--- config.mk ---
export PLATFORM = sky130hd
export DESIGN_NAME = weighted_sad_best_match_search_top_flat
export DESIGN_NICKNAME = d
export VERILOG_FILES = /design/src/sv/wsad_pkg.sv /design/src/sv/wsad_in_if.sv /design/src/sv/wsad_out_if.sv /design/src/sv/wsad_group_sum.sv /design/src/sv/weighted_sad_best_match_search_top.sv /design/src/flat_wrapper.sv
export SDC_FILE = /design/constraint.sdc
export NUM_CORES = 2
export LEC_CHECK = 0
export BUFFER_PORTS_ARGS = -buffer_cell sky130_fd_sc_hd__buf_2
export CORE_ASPECT_RATIO = 0.9
export CORE_MARGIN = 4
export CORE_UTILIZATION = 63
export DETAILED_ROUTE_END_ITERATION = 12
export GPL_TIMING_DRIVEN = 0
export PLACE_DENSITY = 0.83
export SYNTH_ARGS = -nofsm -noshare
export SYNTH_HDL_FRONTEND = slang
export SYNTH_SLANG_ARGS = --single-unit
export TNS_END_PERCENT = 10
--- constraint.sdc ---
create_clock -name clk -period 14.1 [get_ports clk]
set_clock_uncertainty 0.05 [all_clocks]
set_input_delay 1.41 -clock clk [delete_from_list [all_inputs] [get_ports clk]]
set_output_delay 1.41 -clock clk [all_outputs]
set_load 0.02 [all_outputs]
--- src/sv/wsad_pkg.sv ---
// Shared constants and types for the weighted SAD best-match search block.
package wsad_pkg;

  localparam int LANES_DEF    = 8;
  localparam int SUM_BITS_DEF = 48;
  localparam int POS_BITS_DEF = 24;

  // Each item carries eight packed bytes per spectrum
  localparam int LANE_WORD_BITS = 64;
  localparam int WORD_LANES     = 8;
  localparam int WEIGHT_BIAS    = 129;

  localparam int RECHECK_BITS = 20;
  localparam int WINDOW_BITS  = 16;
  localparam logic [RECHECK_BITS-1:0] RECHECK_RESET = RECHECK_BITS'(100);
  localparam logic [WINDOW_BITS-1:0]  WINDOW_RESET  = WINDOW_BITS'(16);

  localparam int APB_ADDR_BITS = 3;
  localparam int APB_DATA_BITS = 32;

  // Register select, taken from the word address bit
  typedef enum logic {
    REG_RECHECK = 1'b0,
    REG_WINDOW  = 1'b1
  } reg_sel_t;

  typedef struct packed {
    logic frame_end;
    logic candidate_end;
    logic search_start;
  } item_ctl_t;

endpackage

--- src/sv/wsad_in_if.sv ---
// Input channel: reference and candidate lane groups with framing marks.
interface wsad_in_if #(
  parameter int POS_BITS = wsad_pkg::POS_BITS_DEF
);
  import wsad_pkg::*;

  logic                      valid;
  logic                      ready;
  logic [LANE_WORD_BITS-1:0] ref_lanes;
  logic [LANE_WORD_BITS-1:0] cand_lanes;
  logic                      frame_end;
  logic                      candidate_end;
  logic [POS_BITS-1:0]       candidate_pos;
  logic                      search_start;

  modport source (
    output valid, ref_lanes, cand_lanes, frame_end, candidate_end, candidate_pos,
           search_start,
    input  ready
  );

  modport sink (
    input  valid, ref_lanes, cand_lanes, frame_end, candidate_end, candidate_pos,
           search_start,
    output ready
  );

endinterface

--- src/sv/wsad_out_if.sv ---
// Result channel: candidate sum, best match so far and the done flag.
interface wsad_out_if #(
  parameter int SUM_BITS = wsad_pkg::SUM_BITS_DEF,
  parameter int POS_BITS = wsad_pkg::POS_BITS_DEF
);

  logic                valid;
  logic                ready;
  logic [SUM_BITS-1:0] candidate_sum;
  logic [SUM_BITS-1:0] best_sum;
  logic [POS_BITS-1:0] best_pos;
  logic                search_done;

  modport source (
    output valid, candidate_sum, best_sum, best_pos, search_done,
    input  ready
  );

  modport sink (
    input  valid, candidate_sum, best_sum, best_pos, search_done,
    output ready
  );

endinterface

--- src/sv/wsad_group_sum.sv ---
// Weighted absolute difference of one lane group, summed over the lanes.
module wsad_group_sum #(
  parameter int LANES   = wsad_pkg::LANES_DEF,
  parameter int GS_BITS = 20
) (
  input  logic [wsad_pkg::LANE_WORD_BITS-1:0] ref_lanes,
  input  logic [wsad_pkg::LANE_WORD_BITS-1:0] cand_lanes,
  output logic [GS_BITS-1:0]                  group_sum
);
  import wsad_pkg::*;

  localparam int ActLanes = (LANES < WORD_LANES) ? LANES : WORD_LANES;

  logic [16:0] lane_prod [ActLanes];

  // |ref - cand| is at most 255, the weight ref + 129 lies in 1..256
  always_comb begin
    logic signed [8:0] r;
    logic signed [8:0] c;
    logic signed [8:0] d;
    logic        [8:0] mag;
    logic        [8:0] wgt;
    for (int i = 0; i < ActLanes; i++) begin
      r   = 9'(signed'(ref_lanes[8*i +: 8]));
      c   = 9'(signed'(cand_lanes[8*i +: 8]));
      d   = r - c;
      mag = d[8] ? 9'(-d) : 9'(d);
      wgt = 9'(r + 9'sd129);
      lane_prod[i] = 17'(mag[7:0] * wgt);
    end
  end

  always_comb begin
    group_sum = '0;
    for (int i = 0; i < ActLanes; i++) begin
      group_sum = group_sum + GS_BITS'(lane_prod[i]);
    end
  end

endmodule

--- src/sv/weighted_sad_best_match_search_top.sv ---
// Weighted SAD best-match search. One lane group is taken per clock while the
// result channel does not hold back a candidate end; an item passes an input
// register, a stage that forms the weighted lane sum, and a stage that folds
// it into the running sum and the best-match state, which writes a candidate
// end into the result register. The rate rests on the combinational running-sum
// update (one 48-bit saturating add followed by the compare against the best
// sum). An item that produces no result never waits at the fold stage; a
// candidate end waits only while the result register is full.
module weighted_sad_best_match_search_top #(
  parameter int LANES    = wsad_pkg::LANES_DEF,
  parameter int SUM_BITS = wsad_pkg::SUM_BITS_DEF,
  parameter int POS_BITS = wsad_pkg::POS_BITS_DEF
) (
  input  logic                               clk,
  input  logic                               rst,
  input  logic                               psel,
  input  logic                               penable,
  input  logic                               pwrite,
  input  logic [wsad_pkg::APB_ADDR_BITS-1:0] paddr,
  input  logic [wsad_pkg::APB_DATA_BITS-1:0] pwdata,
  output logic [wsad_pkg::APB_DATA_BITS-1:0] prdata,
  output logic                               pready,
  wsad_in_if.sink                            item,
  wsad_out_if.source                         result
);
  import wsad_pkg::*;

  localparam int ActLanes = (LANES < WORD_LANES) ? LANES : WORD_LANES;
  localparam int GsBits   = 17 + $clog2(ActLanes);
  localparam int CmpBits  = (POS_BITS > WINDOW_BITS) ? POS_BITS : WINDOW_BITS;
  localparam logic [SUM_BITS-1:0] SumMax = {SUM_BITS{1'b1}};

  // Configuration registers
  logic [RECHECK_BITS-1:0] recheck_count;
  logic [WINDOW_BITS-1:0]  check_window;
  reg_sel_t                reg_sel;

  assign pready  = 1'b1;
  assign reg_sel = reg_sel_t'(paddr[2]);

  always_ff @(posedge clk) begin
    if (rst) begin
      recheck_count <= RECHECK_RESET;
      check_window  <= WINDOW_RESET;
    end else if (psel && penable && pwrite && pready) begin
      case (reg_sel)
        REG_RECHECK: recheck_count <= pwdata[RECHECK_BITS-1:0];
        REG_WINDOW:  check_window  <= pwdata[WINDOW_BITS-1:0];
        default: ;
      endcase
    end
  end

  always_comb begin
    case (reg_sel)
      REG_RECHECK: prdata = APB_DATA_BITS'(recheck_count);
      REG_WINDOW:  prdata = APB_DATA_BITS'(check_window);
      default:     prdata = '0;
    endcase
  end

  // Stage 1: input register
  logic                      s1_valid;
  logic [LANE_WORD_BITS-1:0] s1_ref;
  logic [LANE_WORD_BITS-1:0] s1_cand;
  item_ctl_t                 s1_ctl;
  logic [POS_BITS-1:0]       s1_pos;

  // Stage 2: group sum register
  logic                s2_valid;
  logic [GsBits-1:0]   s2_gsum;
  item_ctl_t           s2_ctl;
  logic [POS_BITS-1:0] s2_pos;

  logic [GsBits-1:0] gsum;
  logic              s1_fire;
  logic              s2_take;
  logic              s2_fire;
  logic              out_free;

  // Search state
  logic [SUM_BITS-1:0]     running_sum;
  logic                    abandoned;
  logic [SUM_BITS-1:0]     best_sum;
  logic [POS_BITS-1:0]     best_pos;
  logic [RECHECK_BITS-1:0] countdown;
  logic                    done_flag;

  logic [SUM_BITS-1:0]     running_sum_next;
  logic                    abandoned_next;
  logic [SUM_BITS-1:0]     best_sum_next;
  logic [POS_BITS-1:0]     best_pos_next;
  logic [RECHECK_BITS-1:0] countdown_next;
  logic                    done_flag_next;
  logic [SUM_BITS-1:0]     cand_sum;
  logic                    emit;

  assign out_free   = !result.valid || result.ready;
  assign s2_fire    = s2_valid && (!emit || out_free);
  assign s2_take    = !s2_valid || s2_fire;
  assign s1_fire    = s1_valid && s2_take;
  assign item.ready = !s1_valid || s2_take;

  always_ff @(posedge clk) begin
    if (rst) begin
      s1_valid <= 1'b0;
    end else if (item.ready) begin
      s1_valid <= item.valid;
    end
  end

  always_ff @(posedge clk) begin
    if (item.valid && item.ready) begin
      s1_ref  <= item.ref_lanes;
      s1_cand <= item.cand_lanes;
      s1_ctl  <= '{frame_end:     item.frame_end,
                   candidate_end: item.candidate_end,
                   search_start:  item.search_start};
      s1_pos  <= item.candidate_pos;
    end
  end

  wsad_group_sum #(
    .LANES   (LANES),
    .GS_BITS (GsBits)
  ) u_group_sum (
    .ref_lanes  (s1_ref),
    .cand_lanes (s1_cand),
    .group_sum  (gsum)
  );

  always_ff @(posedge clk) begin
    if (rst) begin
      s2_valid <= 1'b0;
    end else if (s2_take) begin
      s2_valid <= s1_valid;
    end
  end

  always_ff @(posedge clk) begin
    if (s1_fire) begin
      s2_gsum <= gsum;
      s2_ctl  <= s1_ctl;
      s2_pos  <= s1_pos;
    end
  end

  // Stage 3: fold the group into the search state
  always_comb begin
    logic [SUM_BITS-1:0]     rs_e;
    logic                    ab_e;
    logic [SUM_BITS-1:0]     bs_e;
    logic [POS_BITS-1:0]     bp_e;
    logic [RECHECK_BITS-1:0] cd_e;
    logic                    dn_e;
    logic [SUM_BITS:0]       sum_ext;
    logic [SUM_BITS-1:0]     rs_add;
    logic                    ab_add;
    logic                    improve;
    logic [POS_BITS-1:0]     pos_gap;
    logic [RECHECK_BITS-1:0] cd_dec;

    // A search start resets the state before the item is taken in
    rs_e = s2_ctl.search_start ? '0 : running_sum;
    ab_e = s2_ctl.search_start ? 1'b0 : abandoned;
    bs_e = s2_ctl.search_start ? SumMax : best_sum;
    bp_e = s2_ctl.search_start ? '0 : best_pos;
    cd_e = s2_ctl.search_start ? recheck_count : countdown;
    dn_e = s2_ctl.search_start ? (recheck_count == '0) : done_flag;

    sum_ext = {1'b0, rs_e} + (SUM_BITS+1)'(s2_gsum);
    rs_add  = ab_e ? rs_e : (sum_ext[SUM_BITS] ? SumMax : sum_ext[SUM_BITS-1:0]);
    ab_add  = ab_e || (s2_ctl.frame_end && (rs_add > bs_e));
    improve = rs_add < bs_e;

    pos_gap = (s2_pos > bp_e) ? (s2_pos - bp_e) : (bp_e - s2_pos);
    cd_dec  = ((CmpBits'(pos_gap) <= CmpBits'(check_window)) && (cd_e != '0)) ?
              (cd_e - 1'b1) : cd_e;

    cand_sum         = rs_add;
    emit             = !dn_e && s2_ctl.candidate_end;
    running_sum_next = rs_e;
    abandoned_next   = ab_e;
    best_sum_next    = bs_e;
    best_pos_next    = bp_e;
    countdown_next   = cd_e;
    done_flag_next   = dn_e;

    if (!dn_e) begin
      if (!s2_ctl.candidate_end) begin
        running_sum_next = rs_add;
        abandoned_next   = ab_add;
      end else begin
        running_sum_next = '0;
        abandoned_next   = 1'b0;
        if (improve) begin
          best_sum_next  = rs_add;
          best_pos_next  = s2_pos;
          countdown_next = recheck_count;
        end else begin
          countdown_next = cd_dec;
        end
        done_flag_next = (countdown_next == '0);
      end
    end
  end

  always_ff @(posedge clk) begin
    if (rst) begin
      running_sum <= '0;
      abandoned   <= 1'b0;
      best_sum    <= SumMax;
      best_pos    <= '0;
      countdown   <= RECHECK_RESET;
      done_flag   <= 1'b0;
    end else if (s2_fire) begin
      running_sum <= running_sum_next;
      abandoned   <= abandoned_next;
      best_sum    <= best_sum_next;
      best_pos    <= best_pos_next;
      countdown   <= countdown_next;
      done_flag   <= done_flag_next;
    end
  end

  // Result register; the candidate sum is the pre-clear running sum
  always_ff @(posedge clk) begin
    if (rst) begin
      result.valid <= 1'b0;
    end else if (s2_fire && emit) begin
      result.valid <= 1'b1;
    end else if (result.ready) begin
      result.valid <= 1'b0;
    end
  end

  always_ff @(posedge clk) begin
    if (s2_fire && emit) begin
      result.candidate_sum <= cand_sum;
      result.best_sum      <= best_sum_next;
      result.best_pos      <= best_pos_next;
      result.search_done   <= done_flag_next;
    end
  end

`ifndef ASSERT_OFF
  a_emit_fills_result: assert property (@(posedge clk) disable iff (rst)
    (s2_fire && emit) |=> result.valid)
    else $error("candidate end processed without a result");

  a_best_never_rises: assert property (@(posedge clk) disable iff (rst)
    !(s2_fire && s2_ctl.search_start) |=> (best_sum <= $past(best_sum)))
    else $error("best sum rose without a search start");

  a_stall_only_when_full: assert property (@(posedge clk) disable iff (rst)
    !item.ready |-> (s1_valid && s2_valid))
    else $error("input stalled with room in the pipeline");
`endif

endmodule

--- src/flat_wrapper.sv ---
// flat-port wrapper written by rule: the top's interface ports become plain ports
module weighted_sad_best_match_search_top_flat import wsad_pkg::*;
#(
  parameter int LANES    = wsad_pkg::LANES_DEF,
  parameter int SUM_BITS = wsad_pkg::SUM_BITS_DEF,
  parameter int POS_BITS = wsad_pkg::POS_BITS_DEF
)
  (clk, rst, psel, penable, pwrite, paddr, pwdata, prdata, pready, item_valid, item_ref_lanes, item_cand_lanes, item_frame_end, item_candidate_end, item_candidate_pos, item_search_start, item_ready, result_valid, result_candidate_sum, result_best_sum, result_best_pos, result_search_done, result_ready);
  wsad_in_if #(.POS_BITS(POS_BITS)) item_i ();
  wsad_out_if #(.SUM_BITS(SUM_BITS), .POS_BITS(POS_BITS)) result_i ();
  input  logic clk;
  input  logic rst;
  input  logic psel;
  input  logic penable;
  input  logic pwrite;
  input  logic [wsad_pkg::APB_ADDR_BITS-1:0] paddr;
  input  logic [wsad_pkg::APB_DATA_BITS-1:0] pwdata;
  output logic [wsad_pkg::APB_DATA_BITS-1:0] prdata;
  output logic pready;
  input wire logic [$bits(item_i.valid)-1:0] item_valid;
  input wire logic [$bits(item_i.ref_lanes)-1:0] item_ref_lanes;
  input wire logic [$bits(item_i.cand_lanes)-1:0] item_cand_lanes;
  input wire logic [$bits(item_i.frame_end)-1:0] item_frame_end;
  input wire logic [$bits(item_i.candidate_end)-1:0] item_candidate_end;
  input wire logic [$bits(item_i.candidate_pos)-1:0] item_candidate_pos;
  input wire logic [$bits(item_i.search_start)-1:0] item_search_start;
  output wire logic [$bits(item_i.ready)-1:0] item_ready;
  output wire logic [$bits(result_i.valid)-1:0] result_valid;
  output wire logic [$bits(result_i.candidate_sum)-1:0] result_candidate_sum;
  output wire logic [$bits(result_i.best_sum)-1:0] result_best_sum;
  output wire logic [$bits(result_i.best_pos)-1:0] result_best_pos;
  output wire logic [$bits(result_i.search_done)-1:0] result_search_done;
  input wire logic [$bits(result_i.ready)-1:0] result_ready;
  assign item_i.valid = item_valid;
  assign item_i.ref_lanes = item_ref_lanes;
  assign item_i.cand_lanes = item_cand_lanes;
  assign item_i.frame_end = item_frame_end;
  assign item_i.candidate_end = item_candidate_end;
  assign item_i.candidate_pos = item_candidate_pos;
  assign item_i.search_start = item_search_start;
  assign item_ready = item_i.ready;
  assign result_valid = result_i.valid;
  assign result_candidate_sum = result_i.candidate_sum;
  assign result_best_sum = result_i.best_sum;
  assign result_best_pos = result_i.best_pos;
  assign result_search_done = result_i.search_done;
  assign result_i.ready = result_ready;
  weighted_sad_best_match_search_top #(.LANES(LANES), .SUM_BITS(SUM_BITS), .POS_BITS(POS_BITS)) u_core (.clk(clk), .rst(rst), .psel(psel), .penable(penable), .pwrite(pwrite), .paddr(paddr), .pwdata(pwdata), .prdata(prdata), .pready(pready), .item(item_i), .result(result_i));
endmodule
**Yosys cells after proc, flatten, opt, wreduce, memory -nomap -nowiden**

Index checks and enable logic that the tools add are counted.

- Bitwise operators: 1
- Reductions and logical operators: 25
- Add/sub/neg operators: 35
- Magnitude comparators: 4
- Multipliers: 8
- Mux-type cells: 38

Operators with widths:

| kind | number |
|---|---|
| 2-to-1 mux 48 bit | 9 |
| 2-to-1 mux 20 bit | 7 |
| multiplier 8 x 9 -> 17 bit | 8 |
| 2-to-1 mux 24 bit | 5 |
| adder 20 x 17 -> 20 bit | 4 |
| adder 8 x 9 -> 9 bit, second input constant | 8 |
| subtractor 8 x 8 -> 9 bit | 8 |
| 2-to-1 mux 8 bit | 8 |
| negator 8 bit | 8 |
| one-hot mux 32 bit (2 select lines) | 1 |
| adder 48 x 20 -> 49 bit | 1 |
| greater-than comparator 48 bit | 1 |
| less-than comparator 48 bit | 1 |
| subtractor 24 bit | 2 |
| logical NOT 20 bit | 2 |
| greater-than comparator 24 bit | 1 |
| less-or-equal comparator 24 x 16 -> 1 bit | 1 |
| adder 19 x 17 -> 20 bit | 1 |
| nonzero test 20 bit | 1 |
| subtractor 20 x 1 -> 20 bit, second input constant | 1 |
| adder 18 x 17 -> 19 bit | 1 |
| adder 17 x 17 -> 18 bit | 1 |
| logical AND 1 bit | 9 |
| 2-to-1 mux 1 bit | 8 |
| other kinds (5) | 14 |

- Flip-flop bits (word level): 504
- Input bits: 197
- Logic and storage cells: 137
- Output and inout bits: 156

**Depth between registers and ports, before layout**

- Depth after elaboration: 12
- Gate-level depth with buffers: 49
- Depth with buffers taken out: 48

**Cells and area by module**

Synthesis repeated with hierarchy kept, for this count alone.

- Cells, all modules: 5,255
- Area, all modules: 49,466.2 µm²

By module, submodules not included:

| module | times used | area each (µm²) | cells an instance | sequential area each (µm²) |
|---|---|---|---|---|
| weighted_sad_best_match_search_top | 1 | 24,986.5 | 2,473 | 13,322.8 |
| wsad_group_sum | 1 | 24,479.7 | 2,782 | 0.0 |

**Worst setup path before layout**

Ideal clock, no wire load.

- Kind: register to register
- Start point: register u_core.s1_ref[32]
- End point: register u_core.s2_gsum[18] (data pin)
- Cell stages (with the launch flop): 43
- Path buffers: 0
- Clock period less this slack: 10,605 ps
- Setup slack: 3,495 ps
- Setup time: 266 ps
- Required time: 13,784 ps
- Arrival time: 10,289 ps
- Cell sequence: edfxtp_1 inv_1 ha_1 inv_1 fa_1 a21o_1 a21oi_1 o21bai_1 a21oi_1 nor2b_1 nor3_1 mux2i_1 a31oi_1 xor2_1 nand2_1 fa_1 inv_1 fa_1 [7 not listed] fa_1 fa_1 inv_1 fa_1 fa_1 ha_1 a21oi_1 o21bai_1 a21oi_1 nor2b_1 o21a_1 o21ai_0 a21oi_1 a21oi_1 nor2b_1 o21a_1 o41ai_1 xnor2_1

- Word-level cells in the longest chain between the ends: 8
- Elaborated cells on any way between the ends: 9
- Classes of those cells: 7 x add/sub; 1 x mul; 1 x mux

Ends and longest elaborated chain:

| element | line | source |
|---|---|---|
| start: declaration | weighted_sad_best_match_search_top.sv:64 | `logic [LANE_WORD_BITS-1:0] s1_ref;` |
| start signal: assignment | weighted_sad_best_match_search_top.sv:114 | `s1_ref <= item.ref_lanes;` |
| subtractor 8 x 8 -> 9 bit | wsad_group_sum.sv:26 | `d = r - c;` |
| negator 8 bit | wsad_group_sum.sv:27 | `mag = d[8] ? 9'(-d) : 9'(d);` |
| 2-to-1 mux 8 bit | wsad_group_sum.sv:27 |  |
| multiplier 8 x 9 -> 17 bit * | wsad_group_sum.sv:29 | `lane_prod[i] = 17'(mag[7:0] * wgt);` |
| adder 20 x 17 -> 20 bit * (4 in a row) | wsad_group_sum.sv:36 | `group_sum = group_sum + GS_BITS'(lane_prod[i]);` |
| net u_core.gsum[18] | weighted_sad_best_match_search_top.sv:75 | `logic [GsBits-1:0] gsum;` |
| end signal: assignment | weighted_sad_best_match_search_top.sv:142 | `s2_gsum <= gsum;` |
| end: declaration | weighted_sad_best_match_search_top.sv:71 | `logic [GsBits-1:0] s2_gsum;` |

The timed path passes the listed nets; every way through them passes the cells marked *.
A chain may end at the register's enable or synchronous reset.

**Worst setup path after layout**

- Start point: register u_core.s2_ctl[0] (netlist name)
- End point: register u_core.result.search_done (data pin)

- Elaborated cells on any way between the ends: 25
- Classes of those cells: 4 x add/sub; 3 x order compare; 15 x mux; 3 x reduce/logical

RTL lines:

| element | line | source |
|---|---|---|
| start: declaration | weighted_sad_best_match_search_top.sv:72 | `item_ctl_t s2_ctl;` |
| start signal: assignment | weighted_sad_best_match_search_top.sv:143 | `s2_ctl <= s1_ctl;` |
| 2-to-1 mux 48 bit | weighted_sad_best_match_search_top.sv:164 | `rs_e = s2_ctl.search_start ? '0 : running_sum;` |
| adder 48 x 20 -> 49 bit | weighted_sad_best_match_search_top.sv:171 | `sum_ext = {1'b0, rs_e} + (SUM_BITS+1)'(s2_gsum);` |
| 2-to-1 mux 48 bit | weighted_sad_best_match_search_top.sv:172 | `rs_add = ab_e ? rs_e : (sum_ext[SUM_BITS] ? SumMax : sum_ext[SUM_BITS-1:0]);` |
| 2-to-1 mux 48 bit * | weighted_sad_best_match_search_top.sv:172 |  |
| net u_core.cand_sum[16] | weighted_sad_best_match_search_top.sv:95 | `logic [SUM_BITS-1:0] cand_sum;` |
| less-than comparator 48 bit * | weighted_sad_best_match_search_top.sv:174 | `improve = rs_add < bs_e;` |
| 2-to-1 mux 20 bit * | weighted_sad_best_match_search_top.sv:196 | `if (improve) begin` |
| 2-to-1 mux 20 bit * | weighted_sad_best_match_search_top.sv:190 | `if (!s2_ctl.candidate_end) begin` |
| 2-to-1 mux 20 bit * | weighted_sad_best_match_search_top.sv:189 | `if (!dn_e) begin` |
| logical NOT 20 bit * | weighted_sad_best_match_search_top.sv:203 | `done_flag_next = (countdown_next == '0);` |
| 2-to-1 mux 1 bit * | weighted_sad_best_match_search_top.sv:190 |  |
| 2-to-1 mux 1 bit * | weighted_sad_best_match_search_top.sv:189 |  |
| net u_core.done_flag_next | weighted_sad_best_match_search_top.sv:94 | `logic done_flag_next;` |
| end signal: assignment | weighted_sad_best_match_search_top.sv:242 | `result.search_done <= done_flag_next;` |
| end: declaration | wsad_out_if.sv:15 | `output valid, candidate_sum, best_sum, best_pos, search_done,` |

The timed path passes the listed nets; every way through them passes the cells marked *. The select of a mux whose other input is x is not followed.

==> metrics.cfg <==
[layout]
layout-drive-gt1-share_pct = 9.62
seqCellArea_um2 = 13300
nFillCells = 5738
area_growth_pct = 10.5
multiInputGateArea_um2 = 31500
fin_nets = 6743

[worst_setup_path]
critPathArrivalTime_ns = 14.06
r2r-end = u_core.result.search_done
path_common_cell = clkbuf_1
startpoint_type = register
path_delay_family = buffers and inverters
rr_worst_depth = 42
crit_buf_inv = 13
r2r_start = u_core.s2_ctl[0]
path_class = reg -> reg
cpMaxStageDelayCell = clkbuf_1
end_kind = register
cpPeakStageDelay_ns = 0.64
critPathRequiredTime_ns = 14.54
crit_fanout = 10
crit_start = u_core.s2_ctl[0]
ff2ff_setup_slack_ns = 0.48

[synth]
synth_cell_types = 83
synth-edff-count = 323
ys_seq_elements = 504
yosysTopAreaCell = fa_1
synth.area.top_cells = fa_1 23%, edfxtp_1 20%, ha_1 12%, dfxtp_1 7.5%, inv_1 6.5%
synthFlopType = edfxtp_1
ys_warn_count = 0
yosysMostFrequentCell = inv_1
yosysTopAreaCellShare_pct = 22.6
synth-async-reset-ratio_pct = 0
netlist_area_um2 = 48600
ys_top_cells_by_count = 841 x inv_1, 549 x fa_1, 515 x nor2_1, 487 x nand2_1, 448 x ha_1
synth_cells = 5151
syn_area_per_cell_um2 = 9.43
seq_area_frac_synth_pct = 27.4

[clock_tree]
cts_tree = yes
clock_path_buffers = 3
clock_latency_ns = 0.69
numCtsBuffers = 54
cts.sinks = 504
clkSlewWorstSetupHoldPaths_ns = 0.07
htreeDepth = 2
cts_root_buffer = clkbuf_16
cts_hold_buf = 0
cts_setup_buffers = 0

[timing]
hold_viol_final = 0
maxSlewViolCount = 0
setup_viol = 0
finalCriticalPeriod_ns = 13.62
fmax_mhz = 73.4
fin_worst_hold_slack_ns = 0.344
timing.final.crit_share_pct = 96.6
max_slew.worst_pin.slew_ns = 1.38
relSlewSlack_pct = 6.52
rsz0062_at_grt = no

[route]
wirelength_um = 132000
wl_met2_um = 61800
viasPerCell = 5.83
wl_met1_um = 51800
routedWlPerCell_um = 19.9
dr_wl_met3_um = 11400
highest_layer = met5
ant_nets = 0
vias = 38600
remaining_drc_errors = 0
first_pass_iters = 7
drt-initial-drc-count = 3909

[die]
initial_core_util_pct = 63.6
die-area_um2 = 81600
core-area_um2 = 76400
fp.dieH_um = 271
io_pins = 353
die_w_um = 301
rows = 96

[worst_hold_path]
hold_path.class = reg -> reg
min_to = u_core.s2_pos[9]
hold_depth = 0
min_from = u_core.s1_pos[9]

[placement]
place_congestion = 0.998
place_hpwl_um = 107000
numPortBuffers = 323

[flow_run]
cap_violations = 0

[global_routing]
gr-total-overflow = 0
grt_max_degree = 92
grt_pass1_wl_um = 209000
first_global_vias = 39200
grt_use_total_pct = 32.3
antenna_found_initial = 6

[run_status]
status = completed

cells by family after synthesis:
| logic type | synth area share [%] |
|---|---|
| AO/OA/AOI/OAI | 10.2 |
| XOR/XNOR | 4.09 |
| adder cells (fa/ha/maj) | 34.2 |
| buffers and inverters | 7.95 |
| flip-flops | 27.4 |
| multiplexers | 1.66 |
| other | 0.0155 |
| AND/OR/NAND/NOR | 14.6 |
layout make-up:
class	instances	share of cell area [%]
Antenna cell	4	0.0186
Tap cell	1029	2.40
Buffer	163	1.30
Inverter	844	5.91
Multi-Input combinational cell	3651	58.6
Sequential cell	504	24.8
Clock buffer	66	2.73
Clock inverter	35	0.873
Timing Repair Buffer	331	3.35
layer usage:
metal  GRT usage [%]  vias to the layer above
li1                -                    17600
met1            42.5                    18800
met2            52.8                     1822
met3            5.48                      387
met4            14.3                        8
met5               0                        -
cells in the final DEF (no fill, tap or decap), types with 71 or more instances in the layout:
cell type,n
xnor2_1,142
edfxtp_1,323
nor2b_1,110
a21o_1,71
nand3_1,74
dfxtp_1,181
nand2_1,487
nor2_1,514
ha_1,448
o21ai_0,123
buf_2,336
a21oi_1,328
fa_1,549
clkbuf_1,117
xor2_1,85
inv_1,841
sequential cells by signal, indices dropped and copies added, names as in the netlist:
signal and cells:
u_core.result.valid 1, u_core.running_sum 48, u_core.recheck_count 20, u_core.s2_pos 24
u_core.s2_ctl 3, u_core.s1_ctl 3, u_core.s1_pos 24, u_core.s2_valid 1
u_core.result.search_done 1, u_core.abandoned 1, u_core.s1_valid 1, u_core.best_sum 48
u_core.result.best_sum 48, u_core.s1_cand 64, u_core.s1_ref 64, u_core.result.candidate_sum 48
u_core.countdown 20, u_core.done_flag 1, u_core.check_window 16, u_core.s2_gsum 20
u_core.best_pos 24, u_core.result.best_pos 24
timing repair:
item,in CTS,in global routing
hold endpoints to repair,0,0
resized for setup,0,8
setup endpoints to repair,0,111
how the worst max path moves through the flow:
| stage | endpoint | slack [ns] | cells past startpoint |
|---|---|---|---|
| after floorplan | u_core.s2_gsum[18] | 3.50 | 42 |
| after global placement | u_core.s1_cand[45] | -0.51 | 8 |
| after detailed placement | u_core.result.best_sum[28] | 0.25 | 39 |
| after CTS | u_core.result.best_sum[28] | 0.21 | 40 |
| after global routing | u_core.done_flag | 0.09 | 46 |
| final | u_core.result.search_done | 0.48 | 42 |
worst reg2reg max path: cells and delay by family (launching register included):
family / cells / cell delay [ns]
AND/OR/NAND/NOR: 7 / 1.22
flip-flops: 1 / 0.46
buffers and inverters: 13 / 6.67
adder cells (fa/ha/maj): 3 / 0.79
AO/OA/AOI/OAI: 19 / 4.27
stage by stage:
| step | cell area (um2) | utilization (%) | setup TNS (ns) | instances | worst slack [ns] |
|---|---|---|---|---|---|
| floorplan | 48600 | - | 0 | 5162 | 3.50 |
| global placement | 51500 | 67.5 | -71.88 | 6514 | -0.507 |
| detailed placement | 51800 | 67.7 | 0 | 6522 | 0.254 |
| CTS | 53700 | 70.3 | 0 | 6623 | 0.213 |
| global route | 53700 | 70.3 | 0 | 6625 | 0.0925 |
| finish | 53700 | 70.3 | 0 | 6627 | 0.477 |
Power is left out: the tool's default activity adds up to more than one toggle a clock period on the data nets, which glitch-free logic cannot reach.
